### src/rtl/core/vwet_pkg.sv
// ----------------------------------------------------------------------------
// vwet_pkg
// Types and constants shared by the vertex weld / edge twin table.
// ----------------------------------------------------------------------------
package vwet_pkg;

  localparam int unsigned PointDepth = 1024;
  localparam int unsigned EdgeDepth  = 1024;
  localparam int unsigned PointAw    = $clog2(PointDepth);
  localparam int unsigned EdgeAw     = $clog2(EdgeDepth);
  localparam int unsigned QueueDepth = 2;

  localparam logic [15:0] TolReset = 16'd25;

  typedef struct packed {
    logic        kind;
    logic [31:0] coord_x;
    logic [31:0] coord_y;
    logic [31:0] coord_z;
    logic [15:0] face_id;
    logic        face_end;
  } in_item_t;

  typedef struct packed {
    logic [9:0] point_index;
    logic       edge_valid;
    logic [9:0] edge_index;
    logic       edge_shared;
    logic       table_full;
    logic       last;
  } out_item_t;

  // One edge job for the back part.
  typedef struct packed {
    logic              clear;
    logic [PointAw-1:0] p1;
    logic [PointAw-1:0] p2;
    logic [PointAw-1:0] pt;
    logic [15:0]       face;
    logic              pfull;
    logic              edge_valid;
    logic              last;
  } edge_job_t;

endpackage

### src/rtl/core/vwet_queue.sv
// ----------------------------------------------------------------------------
// vwet_queue
// Short FIFO of edge jobs between front and back.
// ----------------------------------------------------------------------------
module vwet_queue (
  input  logic                clk_i,
  input  logic                rst_ni,
  input  logic                push_valid_i,
  output logic                push_ready_o,
  input  vwet_pkg::edge_job_t push_i,
  output logic                pop_valid_o,
  input  logic                pop_ready_i,
  output vwet_pkg::edge_job_t pop_o
);

  localparam int unsigned Aw = $clog2(vwet_pkg::QueueDepth);

  vwet_pkg::edge_job_t mem_q [vwet_pkg::QueueDepth];
  logic [Aw-1:0] wp_q, rp_q;
  logic [Aw:0]   cnt_q;
  logic          push, pop;

  assign push_ready_o = cnt_q < (Aw+1)'(vwet_pkg::QueueDepth);
  assign pop_valid_o  = cnt_q != '0;
  assign pop_o        = mem_q[rp_q];
  assign push = push_valid_i && push_ready_o;
  assign pop  = pop_valid_o && pop_ready_i;

  always_ff @(posedge clk_i) begin
    if (push) mem_q[wp_q] <= push_i;
  end

  always_ff @(posedge clk_i or negedge rst_ni) begin
    if (!rst_ni) begin
      wp_q <= '0;
      rp_q <= '0;
      cnt_q <= '0;
    end else begin
      if (push) wp_q <= wp_q + 1'b1;
      if (pop) rp_q <= rp_q + 1'b1;
      cnt_q <= cnt_q + (Aw+1)'(push) - (Aw+1)'(pop);
    end
  end

endmodule

### config.mk
export PLATFORM = sky130hd
export DESIGN_NAME = vwet_queue
export DESIGN_NICKNAME = d
export VERILOG_FILES = /design/src/rtl/core/vwet_pkg.sv /design/src/rtl/core/vwet_queue.sv
export SDC_FILE = /design/constraint.sdc
export NUM_CORES = 1
export LEC_CHECK = 0
export BUFFER_PORTS_ARGS = -buffer_cell sky130_fd_sc_hd__buf_2
export CAP_MARGIN = 25
export CORE_ASPECT_RATIO = 1.2
export CORE_MARGIN = 10
export CORE_UTILIZATION = 31
export CTS_CLUSTER_SIZE = 25
export DETAILED_ROUTE_END_ITERATION = 12
export GPL_TIMING_DRIVEN = 0
export PLACE_DENSITY = 0.59
export SLEW_MARGIN = 15
export SYNTH_ARGS = -nofsm -noshare
export SYNTH_HDL_FRONTEND = slang
export SYNTH_SLANG_ARGS = --single-unit
export TNS_END_PERCENT = 50
### constraint.sdc
create_clock -name clk_i -period 3.35 [get_ports clk_i]
set_clock_uncertainty 0.1 [all_clocks]
set_input_delay 0.335 -clock clk_i [delete_from_list [all_inputs] [get_ports clk_i]]
set_output_delay 0.335 -clock clk_i [all_outputs]
set_load 0.005 [all_outputs]
==> results of run 1 <==
## routing by layer
metal	share of wire, %	up-vias	GRT usage (%)
li1	-	929	-
met1	38	969	8.90
met2	54	58	15.6
met3	6.1	8	3.53
met4	1.5	0	3.15
met5	0	-	0
## layout make-up
type | instances | area, µm²
clock inverters | 7 | 77.6
plain buffers | 6 | 111
flip-flops and latches | 104 | 3100
well taps | 164 | 205
fillers | 1185 | 7560
multi-input cells | 65 | 857
clock buffers | 9 | 225
repair buffers | 108 | 583
inverters | 1 | 3.75
## cells in the mapped netlist
master and n:
nor2b_1 1, a2bb2oi_1 1, edfxtp_1 100, o21ai_0 2, xnor2_1 3, nor2_1 2
dfrtp_1 4, mux2_4 49, ha_1 1, or2_2 1, buf_12 5, nand2_1 2
and2_1 1, buf_6 1, and3_1 1, mux2_2 1, inv_1 1
## worst max-delay path, cell delays in order, from the launching register on
cell and delay (ns):
dfrtp_1 0.34, buf_6 0.19, buf_12 0.17, mux2_4 0.30
buf_2 0.14
## registers in the layout (all words and copies together), names as in the netlist
signal,cells
mem_q,100
wp_q,1
rp_q,1
cnt_q,2
## cell families after synthesis
kind of cell / count (synthesis) / synth area share, %
XOR/XNOR: 3 / 0.647
AO/OA/AOI/OAI: 3 / 0.462
flip-flops: 104 / 76.4
multiplexers: 50 / 18.4
AND/OR/NAND/NOR: 8 / 0.986
adder cells (fa/ha/maj): 1 / 0.308
buffers and inverters: 7 / 2.83
## stage by stage
stage / std cells / total power, mW / cell area, µm² / util, %
6_report: 464 / 4.31 / 5170 / 40.6
3_3_place_gp: 445 / 3.30 / 4790 / 37.7
2_1_floorplan: 176 / 2.80 / 4060 / -
3_5_place_dp: 447 / 3.35 / 4850 / 38.1
5_1_grt: 464 / 4.57 / 5170 / 40.6
4_1_cts: 464 / 4.42 / 5170 / 40.6
## final timing paths
check,cells past startpoint,end,start,slack (ns)
min,1,mem_q[0][41],push_i[41],0.08
max,4,pop_o[26],rp_q,1.44
max reg2reg,4,mem_q[0][32],cnt_q[1],1.58
max in group asynchronous,2,rp_q,rst_ni,2.79
min in group asynchronous,2,cnt_q[0],rst_ni,0.24
min reg2reg,1,cnt_q[0],cnt_q[0],0.46
## power breakdown
| group | leakage [nW] | switching (mW) | total (mW) | internal (mW) |
|---|---|---|---|---|
| sequential | 0.972 | 0.0736 | 1.81 | 1.74 |
| clock | 0.149 | 0.466 | 1.05 | 0.589 |
| combinational | 0.941 | 0.618 | 1.44 | 0.825 |
| total | 2.06 | 1.16 | 4.31 | 3.15 |
==> impl_results.md, run 1 <==
- Status: finished, final reports clean
- Io pins: ~110
- Final hold slack: 0.0804 ns
- Worst rel slew slack: approximately half
- Port bufs: about 110
- Clock Latency Late Sink: ~0.33 ns
- CTS H-tree depth: 3
- CTS tree: done
- Crit. End Element: primary output
- Cells after synthesis: between 150 and 200
- Top-area cell type share of the netlist area: about three quarters
- GRT Total Usage: 8.72%
- Top post-synthesis cells by area: edfxtp_1, mux2_4, buf_12
- Vias in the first global route: approximately 2.2k
- Post-synthesis register bit count: about 100
- Antenna violations before repair: 0
- Fin Setup TNS: 0 ns
- WL per Instance: ~17 µm
- Core ar.: between 10,000 and 15,000 µm²
- DP Wirelength: between 5000 and 6000 µm
- Hold Buf Count CTS: 1
- Worst path arrival time: roughly 1.5 ns
- Gpl congestion: between 0.6 and 0.7
- Vias per cell: roughly 4.2
- Synthesized area: 4060 µm²
- Max Cap Violations: 0
- First-pass GRT wire length: about 12,000 µm
- Crit path launch type: flip-flop
- Grt total ovfl: 0
- PwrDens: around 830 nW/µm²
- Die area: 18,100 µm²
- Final setup fails: 0
- Synth Net Count: 231
- Starting DRC count in detailed routing: 65
- # clock sinks: approximately 100
- Initial core utilization: 31.9%
- Die extent in x: approximately 120 µm
- # Post-CTS Setup Buffers: 0
- Final Cycle Share: 57.1%
- Post-cts resize count: 0
- Share of layout cells above drive strength 1: roughly three fifths
- Pin count of the biggest net entering global routing: between 50 and 60
- Total number of vias: roughly 2k
- CTS Buf Count: 9
- Leak Pwr: 2.06 nW
- Least-Margin Pin Slew: between 0.7 and 0.8 ns
- Most frequent cells in the layout: buf_2, edfxtp_1, mux2_4
- Clk pin slew, worst setup/hold paths: 0.07 ns
- Synthesized area per cell: 23.1 µm²
- Die height: 145 µm
- Post-synth cell types: 17
- Commonest non-fill, non-tap cell in the layout: buf_2
- WP data required: roughly 2.9 ns
- Clock Tree Buf Depth: 2
- CP Max Fanout: 10
- CTS Root Cell: clkbuf_16
- WL final: between 7000 and 8000 µm
- Final antenna-violating net count: 0
- Drt first pass iters: 4
- # DRC: 0
- F_max: ~520 MHz
- Maximum VDD drop: 0.433 mV
- Min Tclk post-route: between 1.5 and 2 ns
- PnR worst setup slack: about 1.4 ns
- Row count: 45
- Hold Path Class: in2reg
- Nets: between 300 and 400
- Area growth from synthesis to layout: 27.2%
- N_diodes: 0
- Endpoints failing hold: 0
- Largest area contributor in the netlist: edfxtp_1
- Fin. max-slew vios: 0
- Setup WS pre-CTS: ~1.6 ns
- Ys Warns: 0
- Seq/Total Area, Yosys: about three quarters
- RSZ-0062 raised after global routing: false
- Critical path class: reg2out
(Power assumes the default switching activity.)
==> run 2: changes to the inputs <==
==> constraint.sdc (replaced) <==
create_clock -name clk_i -period 1.6 [get_ports clk_i]
set_clock_uncertainty 0.1 [all_clocks]
set_input_delay 0.16 -clock clk_i [delete_from_list [all_inputs] [get_ports clk_i]]
set_output_delay 0.16 -clock clk_i [all_outputs]
set_load 0.005 [all_outputs]
==> run 2 against run 1 <==
Effect of this change: the flow now finishes with violations (negative setup slack); sequential power increased by 110%; non-clock buffer count increased by 53; hold slack got worse by 0.033 ns; routed wire length is 8.7% higher; power increased by 120%; die area unchanged; flip-flop and latch count is the same; setup slack lost 1.6 ns; critical path depth stayed put; final area increased by 16%; highest routed layer unchanged.
==> impl_results.md, run 2 (synthesis gave the netlist of run 1 again) <==
- Status: complete, but fails checks
- Failing checks: negative setup slack
- GRT Total Usage: 9.02%
- Vias in the first global route: around 2.4k
- Port bufs: about 110
- CTS tree: done
- Die area: approximately 18,000 µm²
- Io pins: ~110
- CTS Root Cell: clkbuf_16
- Grt total ovfl: 0
- WP data required: 1.34 ns
- RSZ-0062 raised after global routing: true
- Starting DRC count in detailed routing: between 80 and 90
- Clock Tree Buf Depth: 2
- Max Cap Violations: 0
- Top flop regs: mem_q (100), cnt_q (2)
- Setup WS pre-CTS: -0.112 ns
- Critical path class: reg2out
- Leak Pwr: 2.37 nW
- Core ar.: approximately 13,000 µm²
- CTS Buf Count: 9
- Area of the multi-input gates: 876 µm²
- Placed Cells: between 400 and 500
- Pin count of the biggest net entering global routing: 27
- Initial core utilization: about a third
- Worst path arrival time: about 1.5 ns
- Number of flip-flops under the largest register name: 100
- CP Cell Sequence: buf_12 -> clkbuf_16 -> mux2_4 -> buf_6
- Final hold slack: about 0.047 ns
- Filler instances: approximately 1.1k
- Gpl congestion: approximately 0.65
- PnR worst setup slack: -0.133 ns
- Final std cells w/o fill: 516
- PwrDens: approximately 1600 nW/µm²
- Final Cell Area: between 5000 and 6000 µm²
- Fin. max-slew vios: 0
- Busiest grt layer: met2
- Final Cycle Share: 108%
- Worst rel slew slack: roughly 73%
- Nets: between 400 and 500
- Area growth from synthesis to layout: 47.2%
- WL per Instance: 16.4 µm
- # DRC: 0
- Min Tclk post-route: roughly 1.7 ns
- N_diodes: 0
- Post-place instance area: a little under 5000 µm²
- Least-Margin Pin Slew: approximately 0.4 ns
- Share of layout cells above drive strength 1: about half
- Maximum VDD drop: ~1.3 mV
- Reg2Reg Depth: 2
- Worst r2r src: cnt_q[1]
- GR Layer Usage met3: under 10%
- Antenna violations before repair: 0
- Final setup fails: 50
- First-pass GRT wire length: 12,800 µm
- Hold Path Class: in2async
- Crit. End Element: primary output
- Total number of vias: roughly 2.2k
- CTS H-tree depth: 3
- Largest register by flop count: mem_q
- Met2 usage: about 15%
- Clk pin slew, worst setup/hold paths: approximately 0.060 ns
- FF/Latch Area: about 3100 µm²
- Final antenna-violating net count: 0
- Die height: 145 µm
- Die extent in x: 125 µm
- Drt first pass iters: 4
- Commonest non-fill, non-tap cell in the layout: edfxtp_1
- Vias per cell: approximately 4.3
- GR Util met1: roughly a tenth
- Most frequent cells in the layout: edfxtp_1, buf_2, dlygate4sd3_1
- DP Wirelength: around 5500 µm
- F_max: between 500 and 600 MHz
- CP max stage cell: dfrtp_1
- Final Util: a little under half
- Worst R2R Setup Slack: 0.14 ns
- Endpoints failing hold: 0
- Clock Latency Late Sink: roughly 0.33 ns
- Row count: 45
- WL final: 8450 µm
- # clock sinks: ~100
- CP max stage delay: roughly 0.4 ns
- CP Max Fanout: 7
- End of the worst register-to-register path: mem_q[1][31]
- Crit path launch type: flip-flop
[run 2: changes by cell type in the layout (fill, tap and decap cells not counted), moves of 2 or more]
cell	delta
buf_12	+2
buf_2	-48
buf_6	+47
clkinvlp_4	+2
dlygate4sd3_1	+51
inv_6	-4
[run 2: what timing repair did]
action,CTS,global route
endpoints found under the hold margin,105,0
hold buffers,52,0
cloned,1,1
buffers inserted,0,1
setup endpoints to repair,100,50
gates resized for setup,50,1
[run 2: layout make-up]
cell class,count,area share (%)
buffer,6,2.01
clock buffer,10,3.83
clock inverter,4,0.398
inverter,1,0.0628
multi-input combinational,66,14.6
sequential,104,51.9
tap,164,3.43
timing repair buffer,161,23.7
[run 2: where the power goes]
group	internal [mW]	leakage, nW	total (mW)	switching (mW)
logic	2.47	1.28	3.95	1.48
registers	3.64	0.972	3.81	0.167
clock network	1.03	0.118	1.91	0.878
[run 2: stage by stage]
step	power, mW	setup TNS (ns)
after floorplan	5.87	-16.20
after global placement	6.88	-60.00
after detailed placement	6.99	-5.31
after CTS	9.76	-6.46
after global routing	10.2	-8.22
final	9.67	-5.90
[run 2: how the worst max path moves through the flow]
stage | from | endpoint | slack (ns)
6_report | rp_q | pop_o[29] | -0.13
5_1_grt | rp_q | pop_o[29] | -0.18
4_1_cts | rp_q | pop_o[28] | -0.15
3_5_place_dp | cnt_q[1] | mem_q[1][43] | -0.11
3_3_place_gp | cnt_q[1] | mem_q[0][34] | -0.70
2_1_floorplan | cnt_q[1] | mem_q[0][0] | -0.22
[run 2: metal layers]
| layer | part of all wire (%) | vias to the layer above |
|---|---|---|
| met1 | 41 | 1095 |
| met5 | 0 | - |
| met4 | 1.6 | 0 |
| li1 | - | 1035 |
| met2 | 52 | 59 |
| met3 | 5.4 | 9 |
[run 2: critical path: cells and delay by family (launching register included)]
family,cells,cell delay (ns)
buffers and inverters,3,0.44
DFF,1,0.40
muxes,1,0.30
==> run 3: changes to the inputs <==
--- a/config.mk
+++ b/config.mk
@@ -13,7 +13,7 @@
 export CTS_CLUSTER_SIZE = 25
 export DETAILED_ROUTE_END_ITERATION = 12
 export GPL_TIMING_DRIVEN = 0
-export PLACE_DENSITY = 0.59
+export PLACE_DENSITY = 0.58
 export SLEW_MARGIN = 15
 export SYNTH_ARGS = -nofsm -noshare
 export SYNTH_HDL_FRONTEND = slang
==> constraint.sdc (replaced) <==
create_clock -name clk_i -period 2.2 [get_ports clk_i]
set_clock_uncertainty 0.1 [all_clocks]
set_input_delay 0.22 -clock clk_i [delete_from_list [all_inputs] [get_ports clk_i]]
set_output_delay 0.22 -clock clk_i [all_outputs]
set_load 0.005 [all_outputs]
==> run 3 against run 2 <==
Effect of this change: the run now ends clean; combinational power shrank 42%; count of clock-buffer cells in the layout unchanged; first-iteration DRC count is 31% lower; setup slack better by 0.53 ns; core utilization shrank 2.5 points; die area stayed put; highest routed layer unchanged.
==> impl_results.md, run 3 (synthesis gave the netlist of run 1 again) <==
- Internal Dissipation: 4.85 mW
- Fin Setup TNS: 0 ns
- Crit path launch type: flip-flop
- PwrDens: between 1000 and 1500 nW/µm²
- Initial core utilization: a little under a third
- Die area: approximately 18,000 µm²
- Leak Pwr: approximately 2.3 nW
- Die extent in x: approximately 120 µm
- CTS Root Cell: clkbuf_16
- GR Util met1: about a tenth
- Area of the multi-input gates: 857 µm²
- Die height: ~150 µm
- CTS tree: done
- Total number of vias: around 2.1k
- Grt total ovfl: 0
- Gpl congestion: about 0.66
- Crit. End Element: primary output
- Sequential power share: about two fifths
- Final Cell Area: 5660 µm²
- CP Cell Sequence: buf_6 -> buf_12 -> mux2_4 -> buf_2
- Logic pwr share: 34.5%
- FF/Latch Area: just over 3000 µm²
- Final setup fails: 0
- # clock sinks: approximately 100
- Io pins: ~110
- Top Family by Delay on Critical Path: buffers and inverters
- Number of flip-flops under the largest register name: 100
- Starting DRC count in detailed routing: 60
- Nets: 400
- Status: finished, final reports clean
- Final Cycle Share: about four fifths
- Final antenna-violating net count: 0
- CP Max Fanout: 10
- Drt first pass iters: 4
- Largest register by flop count: mem_q
- Row count: 45
- Share of layout cells above drive strength 1: 51.4%
- N_diodes: 0
- Post-cts resize count: 0
- Worst rel slew slack: about half
- Most frequent cells in the layout: buf_2, edfxtp_1, dlygate4sd3_1
- Max Cap Violations: 0
- Worst path bufs/invs: 3
- Maximum VDD drop: 0.687 mV
- Commonest non-fill, non-tap cell in the layout: buf_2
- Pin count of the biggest net entering global routing: 51
- CTS H-tree depth: 3
- Critical path class: reg2out
- CTS Buf Count: 9
- Antenna violations before repair: 0
- CP max stage delay: about 0.34 ns
- Clk pin slew, worst setup/hold paths: about 0.070 ns
- F_max: ~550 MHz
- Clock Latency Late Sink: 0.33 ns
- Post-place instance area: 4850 µm²
- Worst path arrival time: 1.48 ns
- Least-Margin Pin Slew: 0.723 ns
- Vias in the first global route: between 2k and 2.5k
- Area growth from synthesis to layout: 39.3%
- Switching Share: a little over a quarter
- CP max stage cell: dfrtp_1
- Top flop regs: mem_q (100), cnt_q (2)
- Endpoints failing hold: 0
- Port bufs: 105
- RSZ-0062 raised after global routing: false
- DP Wirelength: 5530 µm
- Vias per cell: 4.17
- WL per Instance: around 16 µm
- PnR worst setup slack: between 0.3 and 0.4 ns
- WL final: between 8000 and 9000 µm
- Fin. max-slew vios: 0
- GRT Total Usage: about 8.8%
- Met2 usage: between 10% and 20%
- GR Layer Usage met3: around 3.5%
- Core ar.: roughly 13,000 µm²
- Switch Pwr: 1.75 mW
- Busiest grt layer: met2
- Filler instances: roughly 1.1k
- First-pass GRT wire length: between 10,000 and 15,000 µm
- # DRC: 0
- Min Tclk post-route: about 1.8 ns
- WP data required: 1.88 ns
- Clock power frac: between 20% and 30%
- Hold Path Class: in2reg
- Setup WS pre-CTS: 0.450 ns
- Clock Tree Buf Depth: 2
run 3: power groups by stage:
stage / clock network, mW / logic (mW) / registers (mW)
after detailed placement: 0 / 2.28 / 2.81
after global placement: 0 / 2.21 / 2.81
after global routing: 1.71 / 2.49 / 2.79
after CTS: 1.63 / 2.36 / 2.77
after floorplan: 0 / 1.48 / 2.78
final: 1.56 / 2.28 / 2.76
run 3: final timing paths:
| check | from | slack [ns] | cells after the start | end |
|---|---|---|---|---|
| worst max-delay path | rp_q | 0.40 | 4 | pop_o[32] |
| worst max register to register | cnt_q[1] | 0.46 | 4 | mem_q[0][49] |
| worst min register to register | cnt_q[0] | 0.45 | 1 | cnt_q[0] |
| min in group asynchronous | rst_ni | 0.12 | 2 | rp_q |
| max in group asynchronous | rst_ni | 1.76 | 2 | cnt_q[1] |
| worst min-delay path | pop_ready_i | 0.06 | 3 | rp_q |
run 3: metal layers:
metal,vias to the layer above,share of wire (%)
li1,1022,-
met1,1039,39
met2,71,52
met3,10,7.2
met4,0,1.5
met5,-,0
run 3: final cells by class:
class                           instances  area share [%]
Buffer                                  6            1.97
Clock buffer                           10            4.05
Clock inverter                          6            1.19
Inverter                                1          0.0663
Multi-Input combinational cell         65            15.1
Sequential cell                       104            54.8
Tap cell                              164            3.63
Timing Repair Buffer                  158            19.1
run 3: per-stage QoR:
step / total power, mW / std cells / util, % / hold WS, ns
2_1_floorplan: 4.27 / 176 / - / -0.176
3_3_place_gp: 5.02 / 445 / 37.7 / -0.0657
3_5_place_dp: 5.09 / 447 / 38.1 / -0.0654
4_1_cts: 6.76 / 514 / 44.5 / 0.0510
5_1_grt: 6.99 / 514 / 44.5 / 0.0713
6_report: 6.60 / 514 / 44.5 / 0.0635
run 3: repair_timing:
action / 4_1_cts / 5_1_grt
hold endpoints to repair: 104 / 0
setup buffers: 0 / 0
hold buffers: 51 / 0
run 3: worst register-to-register path, cell delays in order (launching register included):
cell	delay (ns)
dfrtp_1	0.41
inv_1	0.12
nand2_1	0.14
nor2_4	0.40
buf_12	0.25
